### config.mk
export PLATFORM = sky130hd
export DESIGN_NAME = bfs_path_with_cost
export DESIGN_NICKNAME = d
export VERILOG_FILES = /design/src/rtl/bpc_pkg.sv /design/src/rtl/bpc_edge_store.sv /design/src/rtl/bfs_path_with_cost.sv
export SDC_FILE = /design/constraint.sdc
export NUM_CORES = 2
export LEC_CHECK = 0
export BUFFER_PORTS_ARGS = -buffer_cell sky130_fd_sc_hd__clkbuf_2
export CAP_MARGIN = 10
export CORE_MARGIN = 8
export CORE_UTILIZATION = 68
export CTS_CLUSTER_DIAMETER = 120
export DETAILED_ROUTE_END_ITERATION = 16
export PLACE_DENSITY_LB_ADDON = 0.08
export SLEW_MARGIN = 15
export SYNTH_ARGS = -nofsm -noshare
export SYNTH_HDL_FRONTEND = slang
export SYNTH_SLANG_ARGS = --single-unit
### constraint.sdc
create_clock -name clk_i -period 10 [get_ports clk_i]
set_clock_uncertainty 0.2 [all_clocks]
set_input_delay 3 -clock clk_i [delete_from_list [all_inputs] [get_ports clk_i]]
set_output_delay 3 -clock clk_i [all_outputs]
set_load 0.01 [all_outputs]
### src/rtl/bpc_pkg.sv
`timescale 1ns / 1ps
package bpc_pkg;

  localparam int unsigned NODE_W = 5;
  localparam int unsigned WGT_W  = 16;
  localparam int unsigned COST_W = 22;
  localparam int unsigned EST_W  = 6;
  localparam logic [COST_W-1:0] COST_MAX = 22'h3FFFFF;

  typedef enum logic [1:0] {
    OP_LOAD  = 2'd0,
    OP_CLEAR = 2'd1,
    OP_QUERY = 2'd2,
    OP_NONE  = 2'd3
  } op_e;

  typedef enum logic [1:0] {
    K_TRACE  = 2'd0,
    K_PATH   = 2'd1,
    K_NOPATH = 2'd2,
    K_FULL   = 2'd3
  } kind_e;

  typedef enum logic [3:0] {
    S_IDLE, S_FULL, S_NOPATH, S_DEQ, S_DEQ2, S_SRD, S_SEV,
    S_WALK, S_WALK2, S_CRD, S_CEV, S_POP, S_POP2
  } state_e;

  typedef struct packed {
    logic [NODE_W-1:0] src;
    logic [NODE_W-1:0] tgt;
    logic [WGT_W-1:0]  cost;
  } edge_t;

  typedef struct packed {
    logic [NODE_W-1:0] node;
    logic [EST_W-1:0]  lvl;
  } qent_t;

endpackage

### src/rtl/bpc_edge_store.sv
`timescale 1ns / 1ps
module bpc_edge_store import bpc_pkg::*; #(
  parameter int unsigned DEPTH = 64,
  parameter int unsigned AW    = 6
) (
  input  logic          clk_i,
  input  logic          we_i,
  input  logic [AW-1:0] waddr_i,
  input  edge_t         wdata_i,
  input  logic          re_i,
  input  logic [AW-1:0] raddr_i,
  output edge_t         rdata_o
);

  edge_t mem [DEPTH];
  edge_t rdata_q;

  always_ff @(posedge clk_i) begin
    if (we_i) begin
      mem[waddr_i] <= wdata_i;
    end
    if (re_i) begin
      rdata_q <= mem[raddr_i];
    end
  end

  assign rdata_o = rdata_q;

endmodule

### src/rtl/bfs_path_with_cost.sv
`timescale 1ns / 1ps
// channel | dir | tdata (low bit up)                              | tuser | tlast
// s_axis  | in  | from_node[4:0] to_node[9:5] edge_weight[25:10] | op    | -
// m_axis  | out | node[4:0] total_cost[26:5] branch[32:27]       | kind  | last
//         |     | depth[38:33]                                    |       |
// Load, clear and unused op are handled in the idle state; a full store adds one word.
// A query scans the single read port of the edge store once for every dequeued node,
// and again for each path hop cost lookup.
// s_axis_tready is high only when idle. A stalled output word holds the sequencer.
// rst_ni clears control state only; no clearing pass.
module bfs_path_with_cost import bpc_pkg::*; #(
  parameter int unsigned NODES     = 32,
  parameter int unsigned MAX_EDGES = 64
) (
  input  logic        clk_i,
  input  logic        rst_ni,
  input  logic        s_axis_tvalid,
  output logic        s_axis_tready,
  input  logic [31:0] s_axis_tdata,  // from_node, to_node, edge_weight
  input  logic [1:0]  s_axis_tuser,  // op
  output logic        m_axis_tvalid,
  input  logic        m_axis_tready,
  output logic [39:0] m_axis_tdata,  // node, total_cost, branch_estimate, depth_estimate
  output logic [1:0]  m_axis_tuser,  // kind
  output logic        m_axis_tlast
);

  localparam int unsigned NW = (NODES > 1) ? $clog2(NODES) : 1;
  localparam int unsigned EW = (MAX_EDGES > 1) ? $clog2(MAX_EDGES) : 1;
  localparam int unsigned CW = $clog2(MAX_EDGES + 1);
  localparam int unsigned LW = $clog2(NODES + 1);

  logic [NODE_W-1:0] in_from, in_to;
  logic [WGT_W-1:0]  in_wgt;
  op_e               in_op;
  assign in_from = s_axis_tdata[4:0];
  assign in_to   = s_axis_tdata[9:5];
  assign in_wgt  = s_axis_tdata[25:10];
  assign in_op   = op_e'(s_axis_tuser);

  state_e state_q, state_d;
  logic [CW-1:0]     ecnt_q, ecnt_d;
  logic [NODE_W-1:0] s_q, s_d, e_q, e_d, u_q, u_d, at_q, at_d, prev_q, prev_d;
  logic [LW-1:0]     head_q, head_d, tail_q, tail_d, len_q, len_d;
  logic [CW-1:0]     j_q, j_d;
  logic [EST_W-1:0]  ulvl_q, ulvl_d, kids_q, kids_d, maxk_q, maxk_d, dp_q, dp_d;
  logic [COST_W-1:0] cost_q, cost_d;
  logic [NODES-1:0]  vis_q;

  // output register
  logic              ov_q;
  kind_e             okind_q;
  logic [NODE_W-1:0] onode_q;
  logic [COST_W-1:0] ocost_q;
  logic [EST_W-1:0]  obr_q, odp_q;
  logic              olast_q;

  logic              emit, o_last;
  kind_e             o_kind;
  logic [NODE_W-1:0] o_node;
  logic [COST_W-1:0] o_cost;
  logic [EST_W-1:0]  o_br, o_dp;
  logic              slot_free;
  assign slot_free = !ov_q || m_axis_tready;

  // edge store
  logic  e_we, e_re;
  edge_t e_wdata, e_rd;
  bpc_edge_store #(.DEPTH(MAX_EDGES), .AW(EW)) u_edges (
    .clk_i   (clk_i),
    .we_i    (e_we),
    .waddr_i (ecnt_q[EW-1:0]),
    .wdata_i (e_wdata),
    .re_i    (e_re),
    .raddr_i (j_q[EW-1:0]),
    .rdata_o (e_rd)
  );

  // per-query memories
  qent_t             queue_mem [NODES];
  logic [NODE_W-1:0] parent_mem [NODES];
  logic [NODE_W-1:0] stack_mem [NODES];
  qent_t             q_rd_q;
  logic [NODE_W-1:0] p_rd_q, k_rd_q;
  logic              q_we, p_we, k_we;
  logic [NW-1:0]     q_waddr, p_waddr, k_waddr;
  qent_t             q_wdata;
  logic [NODE_W-1:0] p_wdata, k_wdata;
  logic [LW-1:0]     len_m1;
  assign len_m1 = len_q - LW'(1);

  always_ff @(posedge clk_i) begin
    if (q_we) queue_mem[q_waddr] <= q_wdata;
    if (p_we) parent_mem[p_waddr] <= p_wdata;
    if (k_we) stack_mem[k_waddr] <= k_wdata;
    if (state_q == S_DEQ) q_rd_q <= queue_mem[head_q[NW-1:0]];
    if (state_q == S_WALK) p_rd_q <= parent_mem[NW'(at_q)];
    if (state_q == S_POP) k_rd_q <= stack_mem[len_m1[NW-1:0]];
  end

  // visited marks
  logic          vis_clr, vis_set;
  logic [NW-1:0] vis_idx;
  always_ff @(posedge clk_i or negedge rst_ni) begin
    if (!rst_ni) begin
      vis_q <= '0;
    end else if (vis_clr) begin
      vis_q <= NODES'(1) << vis_idx;
    end else if (vis_set) begin
      vis_q[vis_idx] <= 1'b1;
    end
  end

  logic                hit_src, tgt_ok;
  logic [COST_W:0]     csum;
  assign hit_src = (e_rd.src == u_q);
  assign tgt_ok  = (32'(e_rd.tgt) < NODES) && !vis_q[NW'(e_rd.tgt)];
  assign csum    = (COST_W+1)'(cost_q) + (COST_W+1)'(e_rd.cost);

  always_comb begin
    state_d = state_q;
    ecnt_d = ecnt_q; s_d = s_q; e_d = e_q; u_d = u_q; at_d = at_q; prev_d = prev_q;
    head_d = head_q; tail_d = tail_q; len_d = len_q; j_d = j_q;
    ulvl_d = ulvl_q; kids_d = kids_q; maxk_d = maxk_q; dp_d = dp_q; cost_d = cost_q;
    emit = 1'b0; o_kind = K_TRACE; o_node = '0; o_cost = '0; o_br = '0; o_dp = '0;
    o_last = 1'b0;
    e_we = 1'b0; e_re = 1'b0;
    e_wdata = '{src: in_from, tgt: in_to, cost: in_wgt};
    q_we = 1'b0; q_waddr = tail_q[NW-1:0]; q_wdata = '{node: e_rd.tgt, lvl: ulvl_q + 6'd1};
    p_we = 1'b0; p_waddr = NW'(e_rd.tgt); p_wdata = u_q;
    k_we = 1'b0; k_waddr = len_q[NW-1:0]; k_wdata = p_rd_q;
    vis_clr = 1'b0; vis_set = 1'b0; vis_idx = NW'(e_rd.tgt);
    s_axis_tready = (state_q == S_IDLE);

    unique case (state_q)
      S_IDLE: begin
        if (s_axis_tvalid) begin
          unique case (in_op)
            OP_LOAD: begin
              if (32'(in_from) < NODES && 32'(in_to) < NODES) begin
                if (32'(ecnt_q) >= MAX_EDGES) begin
                  state_d = S_FULL;
                end else begin
                  e_we = 1'b1;
                  ecnt_d = ecnt_q + CW'(1);
                end
              end
            end
            OP_CLEAR: ecnt_d = '0;
            OP_QUERY: begin
              s_d = in_from;
              e_d = in_to;
              if (32'(in_from) >= NODES || 32'(in_to) >= NODES) begin
                state_d = S_NOPATH;
              end else begin
                vis_clr = 1'b1;
                vis_idx = NW'(in_from);
                p_we = 1'b1; p_waddr = NW'(in_from); p_wdata = in_from;
                q_we = 1'b1; q_waddr = '0; q_wdata = '{node: in_from, lvl: '0};
                head_d = '0;
                tail_d = LW'(1);
                maxk_d = '0;
                state_d = S_DEQ;
              end
            end
            OP_NONE: ;
            default: ;
          endcase
        end
      end
      S_FULL: begin
        if (slot_free) begin
          emit = 1'b1; o_kind = K_FULL; o_last = 1'b1;
          state_d = S_IDLE;
        end
      end
      S_NOPATH: begin
        if (slot_free) begin
          emit = 1'b1; o_kind = K_NOPATH; o_last = 1'b1;
          state_d = S_IDLE;
        end
      end
      S_DEQ: begin
        if (head_q == tail_q) begin
          state_d = S_NOPATH;
        end else begin
          head_d = head_q + LW'(1);
          state_d = S_DEQ2;
        end
      end
      S_DEQ2: begin
        if (slot_free) begin
          emit = 1'b1; o_kind = K_TRACE; o_node = q_rd_q.node;
          u_d = q_rd_q.node;
          ulvl_d = q_rd_q.lvl;
          if (q_rd_q.node == e_q) begin
            dp_d = (q_rd_q.lvl == '0) ? '0 : q_rd_q.lvl + 6'd1;
            at_d = e_q;
            k_we = 1'b1; k_waddr = '0; k_wdata = e_q;
            len_d = LW'(1);
            cost_d = '0;
            state_d = S_WALK;
          end else begin
            kids_d = '0;
            j_d = '0;
            state_d = S_SRD;
          end
        end
      end
      S_SRD: begin
        if (j_q == ecnt_q) begin
          if (kids_q > maxk_q) maxk_d = kids_q;
          state_d = S_DEQ;
        end else begin
          e_re = 1'b1;
          state_d = S_SEV;
        end
      end
      S_SEV: begin
        if (hit_src && tgt_ok) begin
          vis_set = 1'b1;
          p_we = 1'b1;
          q_we = 1'b1;
          tail_d = tail_q + LW'(1);
          kids_d = kids_q + 6'd1;
        end
        j_d = j_q + CW'(1);
        state_d = S_SRD;
      end
      S_WALK: begin
        if (at_q == s_q || 32'(len_q) >= NODES) begin
          state_d = S_POP;
        end else begin
          state_d = S_WALK2;
        end
      end
      S_WALK2: begin
        k_we = 1'b1;
        len_d = len_q + LW'(1);
        prev_d = at_q;
        at_d = p_rd_q;
        j_d = '0;
        state_d = S_CRD;
      end
      S_CRD: begin
        if (j_q == ecnt_q) begin
          state_d = S_WALK;
        end else begin
          e_re = 1'b1;
          state_d = S_CEV;
        end
      end
      S_CEV: begin
        // first matching edge for hop at -> prev
        if (e_rd.src == at_q && e_rd.tgt == prev_q) begin
          cost_d = (csum > (COST_W+1)'(COST_MAX)) ? COST_MAX : csum[COST_W-1:0];
          state_d = S_WALK;
        end else begin
          j_d = j_q + CW'(1);
          state_d = S_CRD;
        end
      end
      S_POP: begin
        len_d = len_m1;
        state_d = S_POP2;
      end
      S_POP2: begin
        if (slot_free) begin
          emit = 1'b1; o_kind = K_PATH; o_node = k_rd_q;
          if (len_q == '0) begin
            o_last = 1'b1;
            o_cost = cost_q;
            o_br = (maxk_q == '0) ? '0 : maxk_q + 6'd1;
            o_dp = dp_q;
            state_d = S_IDLE;
          end else begin
            state_d = S_POP;
          end
        end
      end
      default: state_d = S_IDLE;
    endcase
  end

  always_ff @(posedge clk_i or negedge rst_ni) begin
    if (!rst_ni) begin
      state_q <= S_IDLE;
      ecnt_q  <= '0;
      head_q  <= '0;
      tail_q  <= '0;
      len_q   <= '0;
      j_q     <= '0;
      kids_q  <= '0;
      maxk_q  <= '0;
      ov_q    <= 1'b0;
    end else begin
      state_q <= state_d;
      ecnt_q  <= ecnt_d;
      head_q  <= head_d;
      tail_q  <= tail_d;
      len_q   <= len_d;
      j_q     <= j_d;
      kids_q  <= kids_d;
      maxk_q  <= maxk_d;
      if (emit) ov_q <= 1'b1;
      else if (m_axis_tready) ov_q <= 1'b0;
    end
  end

  always_ff @(posedge clk_i) begin
    s_q <= s_d; e_q <= e_d; u_q <= u_d; at_q <= at_d; prev_q <= prev_d;
    ulvl_q <= ulvl_d; dp_q <= dp_d; cost_q <= cost_d;
    if (emit) begin
      okind_q <= o_kind; onode_q <= o_node; ocost_q <= o_cost;
      obr_q <= o_br; odp_q <= o_dp; olast_q <= o_last;
    end
  end

  assign m_axis_tvalid = ov_q;
  assign m_axis_tdata  = {1'b0, odp_q, obr_q, ocost_q, onode_q};
  assign m_axis_tuser  = okind_q;
  assign m_axis_tlast  = olast_q;

  a_queue_order: assert property (@(posedge clk_i) disable iff (!rst_ni)
    head_q <= tail_q) else $error("queue head passed tail");
  a_queue_bound: assert property (@(posedge clk_i) disable iff (!rst_ni)
    32'(tail_q) <= NODES) else $error("queue overflow");
  a_edge_bound: assert property (@(posedge clk_i) disable iff (!rst_ni)
    32'(ecnt_q) <= MAX_EDGES) else $error("edge count over capacity");
  a_emit_free: assert property (@(posedge clk_i) disable iff (!rst_ni)
    emit |-> slot_free) else $error("output word overwritten");

endmodule

* After elaboration in Yosys (flattened, before gate mapping)
Memories as Yosys holds them, arrays and structs flattened. A register that Yosys moved wholly into a read port is not among the register bits.
Cells that the tools add are included.
W data, S select, Z words.
** Word-level totals
- Bits of input ports :: 38
- Logic and storage cells :: 234
- Memory bits (writable) :: 2336
- Memories :: 4
- Register bits after elaboration :: 182
** Memory list
- u_edges.mem :: depth 64, width 26, read ports 1, clocked after memory_dff 1, write ports 1, RTL line bpc_edge_store.sv:15 : edge_t mem [DEPTH];
- queue_mem :: depth 32, width 11, read ports 1, clocked after memory_dff 1, write ports 1, RTL line bfs_path_with_cost.sv:80 : qent_t queue_mem [NODES];
- parent_mem :: depth 32, width 5, read ports 1, clocked after memory_dff 1, write ports 1, RTL line bfs_path_with_cost.sv:81 : logic [NODE_W-1:0] parent_mem [NODES];
- stack_mem :: depth 32, width 5, read ports 1, clocked after memory_dff 1, write ports 1, RTL line bfs_path_with_cost.sv:82 : logic [NODE_W-1:0] stack_mem [NODES];
** Operators by class
- Shifts and indexed selects :: 1
- Bitwise gates (word level) :: 4
- Order comparisons :: 7
- Equality and inequality tests :: 37
- Multiplexer cells :: 105
- Reductions and logical operators :: 41
- Add/subtract/negate cells :: 11
** Operators with widths (count)
- $mux W5 :: 19
- $mux W22 :: 4
- $mux W6 :: 13
- $mux W32 :: 2
- $pmux W4 S12 :: 1
- $pmux W6 S2 :: 4
- $pmux W22 S2 :: 1
- $add A6 B1 Y6 const B :: 7
- $mux W11 :: 3
- $mux W4 :: 8
- $or A32 B32 Y32 :: 1
- $shl A1 B5 Y32 const A :: 1
- $mux W1 :: 28
- $mux W7 :: 4
- $pmux W7 S4 :: 1
- $eq A5 B5 Y1 :: 5
- $ne A2 B2 Y1 const B :: 12
- $reduce_and A4 Y1 :: 6
- $add A22 B16 Y23 :: 1
- $gt A23 B22 Y1 const B :: 1
- $eq A4 B4 Y1 const B :: 5
- $pmux W5 S2 :: 2
- $logic_not A6 Y1 :: 3
- $pmux W6 S3 :: 1
- other kinds (40) :: 73

* Longest topological paths before layout
- Word-level depth :: 11
- Mapped depth :: 10
- Depth with buffers taken out :: 9

* Hierarchy
A second synthesis with hierarchy kept.
** Unflattened totals
- Cell total of the unflattened synthesis :: 4934
- Area, all modules :: 100990.6 um^2
** By module, submodules not included
- bpc_edge_store :: cells an instance 2841, area an instance 64443.1 um^2, instances 1
- bfs_path_with_cost :: cells an instance 2093, area an instance 36547.6 um^2, instances 1

* Least setup slack after synthesis
No wires, ideal clock.
- Path kind :: input -> register
- Start point :: in s_axis_tuser[1]
- End point :: mem queue_mem[0][6] (netlist bit) (data pin)
- Arrival time :: 5.007 ns
- Buffers on the path :: 2
- Stages on the path :: 6
- Path slack :: 4.339 ns
- Library setup time :: 0.454 ns
- Cells stage by stage :: nor2b_1 > nand3_2 > inv_2 > buf_2 > buf_1 > o21ai_0
** Between the ends
- Word-level cells in the longest chain between the ends :: 4
** Ends and longest elaborated chain
- start, declared :: RTL line bfs_path_with_cost.sv:20 : input logic [1:0] s_axis_tuser,
- $eq A2 B2 Y1 :: RTL line bfs_path_with_cost.sv:138 : unique case (in_op)
- $mux W11 :: RTL line bfs_path_with_cost.sv:138
- $mux W11 :: RTL line bfs_path_with_cost.sv:137 : if (s_axis_tvalid) begin
- $mux W11 :: RTL line bfs_path_with_cost.sv:135 : unique case (state_q)
- end, declared :: RTL line bfs_path_with_cost.sv:80
No other way between the ends.

* Worst setup path in the final report
- Start point :: in s_axis_tuser[0]
- End point :: mem parent_mem[27][4] (enable)
** Between the ends
- Word-level cells in the longest chain between the ends :: 6
- Elaborated cells between the ends (all ways) :: 9
- Classes of those cells :: eq/ne (1); mux (8)
** Ends and longest elaborated chain
- $eq A2 B2 Y1 * :: RTL line bfs_path_with_cost.sv:138
- $mux W1 :: RTL line bfs_path_with_cost.sv:138
- $mux W1 :: RTL line bfs_path_with_cost.sv:137
- $pmux W1 S2 :: RTL line bfs_path_with_cost.sv:135
- $mux W1 :: RTL line bfs_path_with_cost.sv:94 : if (p_we) parent_mem[p_waddr] <= p_wdata;
- $mux W1 (implied by the code) :: RTL line bfs_path_with_cost.sv:94
- end, declared :: RTL line bfs_path_with_cost.sv:81
Mark *: on every way between the ends. The rest lies on a longest branch, timed or not.

==> impl_results.md <==
* Post-Route Setup TNS at 0 ns
* Crit path buf inv count at 4
* Synth Cell Area at 0.101 sq mm
* CP max stage cell: a31oi_1
* Worst hold path class: flop to flop
* VDD IR-drop max at roughly 0.00021 V
* # IOs at 83
* Layout cell share with drive strength beyond 1 at 0.275
* Highest clock rate at 0.161 GHz
* CP required at 10.32 ns
* DR WL/cell at 33.5 um
* Yosys reg bits at 2565
* Worst Setup Path Type: input port to flop
* Post-route ant nets at 0
* Syn Nets at roughly 4.7k
* Cell family with most CP delay: buffers and inverters
* Die height at 401 um
* Post-synthesis xor/xnor area fraction at 0.00625
* Synth-to-layout area growth at 10.6%
* Yosys Warn Count at 0
* Final hold viol count at 0
* Total CTS buffers at about 240
* 1st-pass router iterations at 6
* Final Cycle Share at 0.621
* Compound-Gate Fraction of Synth Area at 0.0181
* Place WS at approximately 3.0 ns
* Clock Sink Count at 2565
* Worst-path clk slew at ~0.060 ns
* CP Data Arrival Time at approximately 6.5 ns
* Post-synth EDFFs at roughly 2.5k
* Clk buf depth at 3
* Initial antenna violation count at 4
* Final nets at 4866
* Syn Area/Cell at ~22 sq um
* Synth cell count leaders: edfxtp_1, mux4_2, nor2_1, nand2_1, clkbuf_1
* Period minus WS final at 6.21 ns
* Most common cell on crit path: buf_4
* Port Buffers at between 70 and 80
* DP HPWL at about 130000 um
* Ys async rst share at 0.0316
* CTS Hold Buffers Added at 0
* Ranking of synthesized cells by area: edfxtp_1, mux4_2, dfrtp_1, nor2_1, nand2_1
* Final core occ at 0.756
* PD cells at around 230 mW/mm^2
* Final setup violation count at 0
* Setup ws final at roughly 3.8 ns
* Gr usage total at 0.287
* Largest family of logic cells by synthesized area: multiplexers
* Post-CTS sizing at 0
* Clk_lat worst skew at roughly 0.85 ns
* Root Buffer: clkbuf_16
* Hold path depth at 2
* Simple-Gate Fraction of Synth Area at 0.0291
* Status: complete, no violations
* Mapped Cells at 4632
* Placer Congestion at a little under 0.9
* Rel. slew slack at 0.151
* P_leak at 34.3 nW
* Critical-path cell list: clkbuf_2, nor2b_1, nand3_2, buf_4, inv_2, buf_4, and3_1, a31oi_1, or2_1, nor2_1
* Count leader, synth: edfxtp_1
* DRT iter0 DRCs at about 5.7k
* Seq/Total Area, Yosys at 0.760
* Mux contribution to synthesized area at 0.170
* RSZ-0062 raised after global routing: no
* GRT overflow at 0
* CP Launch Type: input port
* Initial Utilization at 0.684
* Adder-Cell Fraction of Synth Area at 0.00467
* Top_reg_cell synth: edfxtp_1
* Reg2Reg Depth at 5
* WL final at roughly 230000 um
* Largest net degree at the start of global routing at approximately 140
* Post-layout power at about 0.025 W
* CP Capture Type: flop
* Core box area at 0.147 sq mm
* Max Cap Viol at 0
* H-tree depth at 4
* Via density at roughly 7.0
* Via count of the first global-routing pass at slightly below 50k
* Critical path depth at 10
* CP max stage delay at approximately 0.7 ns
* Total die area at around 0.16 sq mm
* Max-slew violation count at 0
* Crit-path max FO at 63
* Synth cell types at just over 80
* Dominant cell type by area after synthesis: edfxtp_1
* Row cnt at 141
* Die W at between 400 and 500 um
* TritonCTS clock tree: built
* Worst slew pin tran at around 1.3 ns
* First-pass GRT wire length at 336000 um
* Share of the synthesized area in the top cell type at 0.740
* Post-CTS setup repair buffer count at 0
* Via count at 48.3k
* Post-route DRC at 0
## placed cells by master, fill, tap and decap left out, drive strengths merged, types with 6 or more instances in the layout
master	synthesis	routed
mux4	733	733
and3	12	12
a21o	9	9
nand3b	13	13
a22oi	55	55
a31oi	11	11
a21oi	52	52
nor2	196	196
dfrtp	81	81
clkinv	0	103
nor3b	7	7
o21ai	72	72
mux2	28	28
mux2i	23	23
inv	36	41
o21a	8	8
or2	14	14
edfxtp	2484	2484
nand3	43	43
nor3	53	53
a22o	9	9
nor4	11	11
o22ai	7	7
and2	33	33
bufinv	0	22
xnor2	33	33
o31ai	13	13
nor2b	14	14
buf	113	93
nand2	172	172
ha	36	36
a211oi	7	7
or3	9	9
clkinvlp	0	6
clkbuf	134	372
nand2b	16	16
nand4	11	11
xor2	39	39
## worst min-delay path: stages (launching register included)
cell,delay (ns)
dfrtp_1,0.34
nand2_1,0.05
o21ai_1,0.06
## area by class of cell
class | instances | area [sq um]
Antenna cell | 1 | 2.50
Clock buffer | 299 | 6250
Clock inverter | 136 | 1300
Fill cell | 7747 | 36000
Inverter | 36 | 135
Multi-Input combinational cell | 1784 | 23600
Sequential cell | 2565 | 76600
Tap cell | 1930 | 2410
Timing Repair Buffer | 166 | 1150
## routing by layer
metal,GRT usage,part of all wire,up-vias
met5,0,0,-
met4,0.114,0.043,0
met3,0.0549,0.088,476
met2,0.475,0.50,2713
met1,0.386,0.36,25400
li1,-,-,19700
## power by group
group          switching, W  total (W)  internal [W]  leakage [nW]
clock network       0.00387    0.00884       0.00497          3.68
logic               0.00218    0.00390       0.00172          7.15
registers          0.000342     0.0127        0.0123          23.5
## stage by stage
step	instance area [sq um]	std cells	hold slack, ns
after global placement	104000	6480	0.259
after detailed placement	104000	6480	0.275
after floorplan	101000	4632	0.224
after CTS	111000	6915	0.287
after global routing	111000	6916	0.311
final	111000	6917	0.287
## registers in the layout, indices dropped and copies added (netlist names), 11 cells and up
signal,count
u_edges.mem,1664
queue_mem,352
parent_mem,160
stack_mem,160
vis_q,32
u_edges.rdata_o,26
cost_q,22
ocost_q,22
q_rd_q,11
## final timing paths
kind,slack (ns),from,to
setup / recovery,3.79,s_axis_tuser[0],parent_mem[27][4]
hold / removal,0.29,vis_q[28],vis_q[28]
setup reg to reg,5.36,state_q[0],u_edges.mem[27][2]
hold reg to reg,0.29,vis_q[28],vis_q[28]
max in group asynchronous,6.47,rst_ni,j_q[3]
min in group asynchronous,1.96,rst_ni,head_q[1]
## cells by family after synthesis
| family | count (synthesis) |
|---|---|
| other | 1 |
| buffers and inverters | 283 |
| AOI/OAI and AO/OA | 274 |
| xor gates and xnor gates | 72 |
| DFF | 2565 |
| and+or+nand+nor | 616 |
| muxes | 784 |
| adders and majority gates | 37 |
No activity file was read; power rests on OpenSTA's default activity.
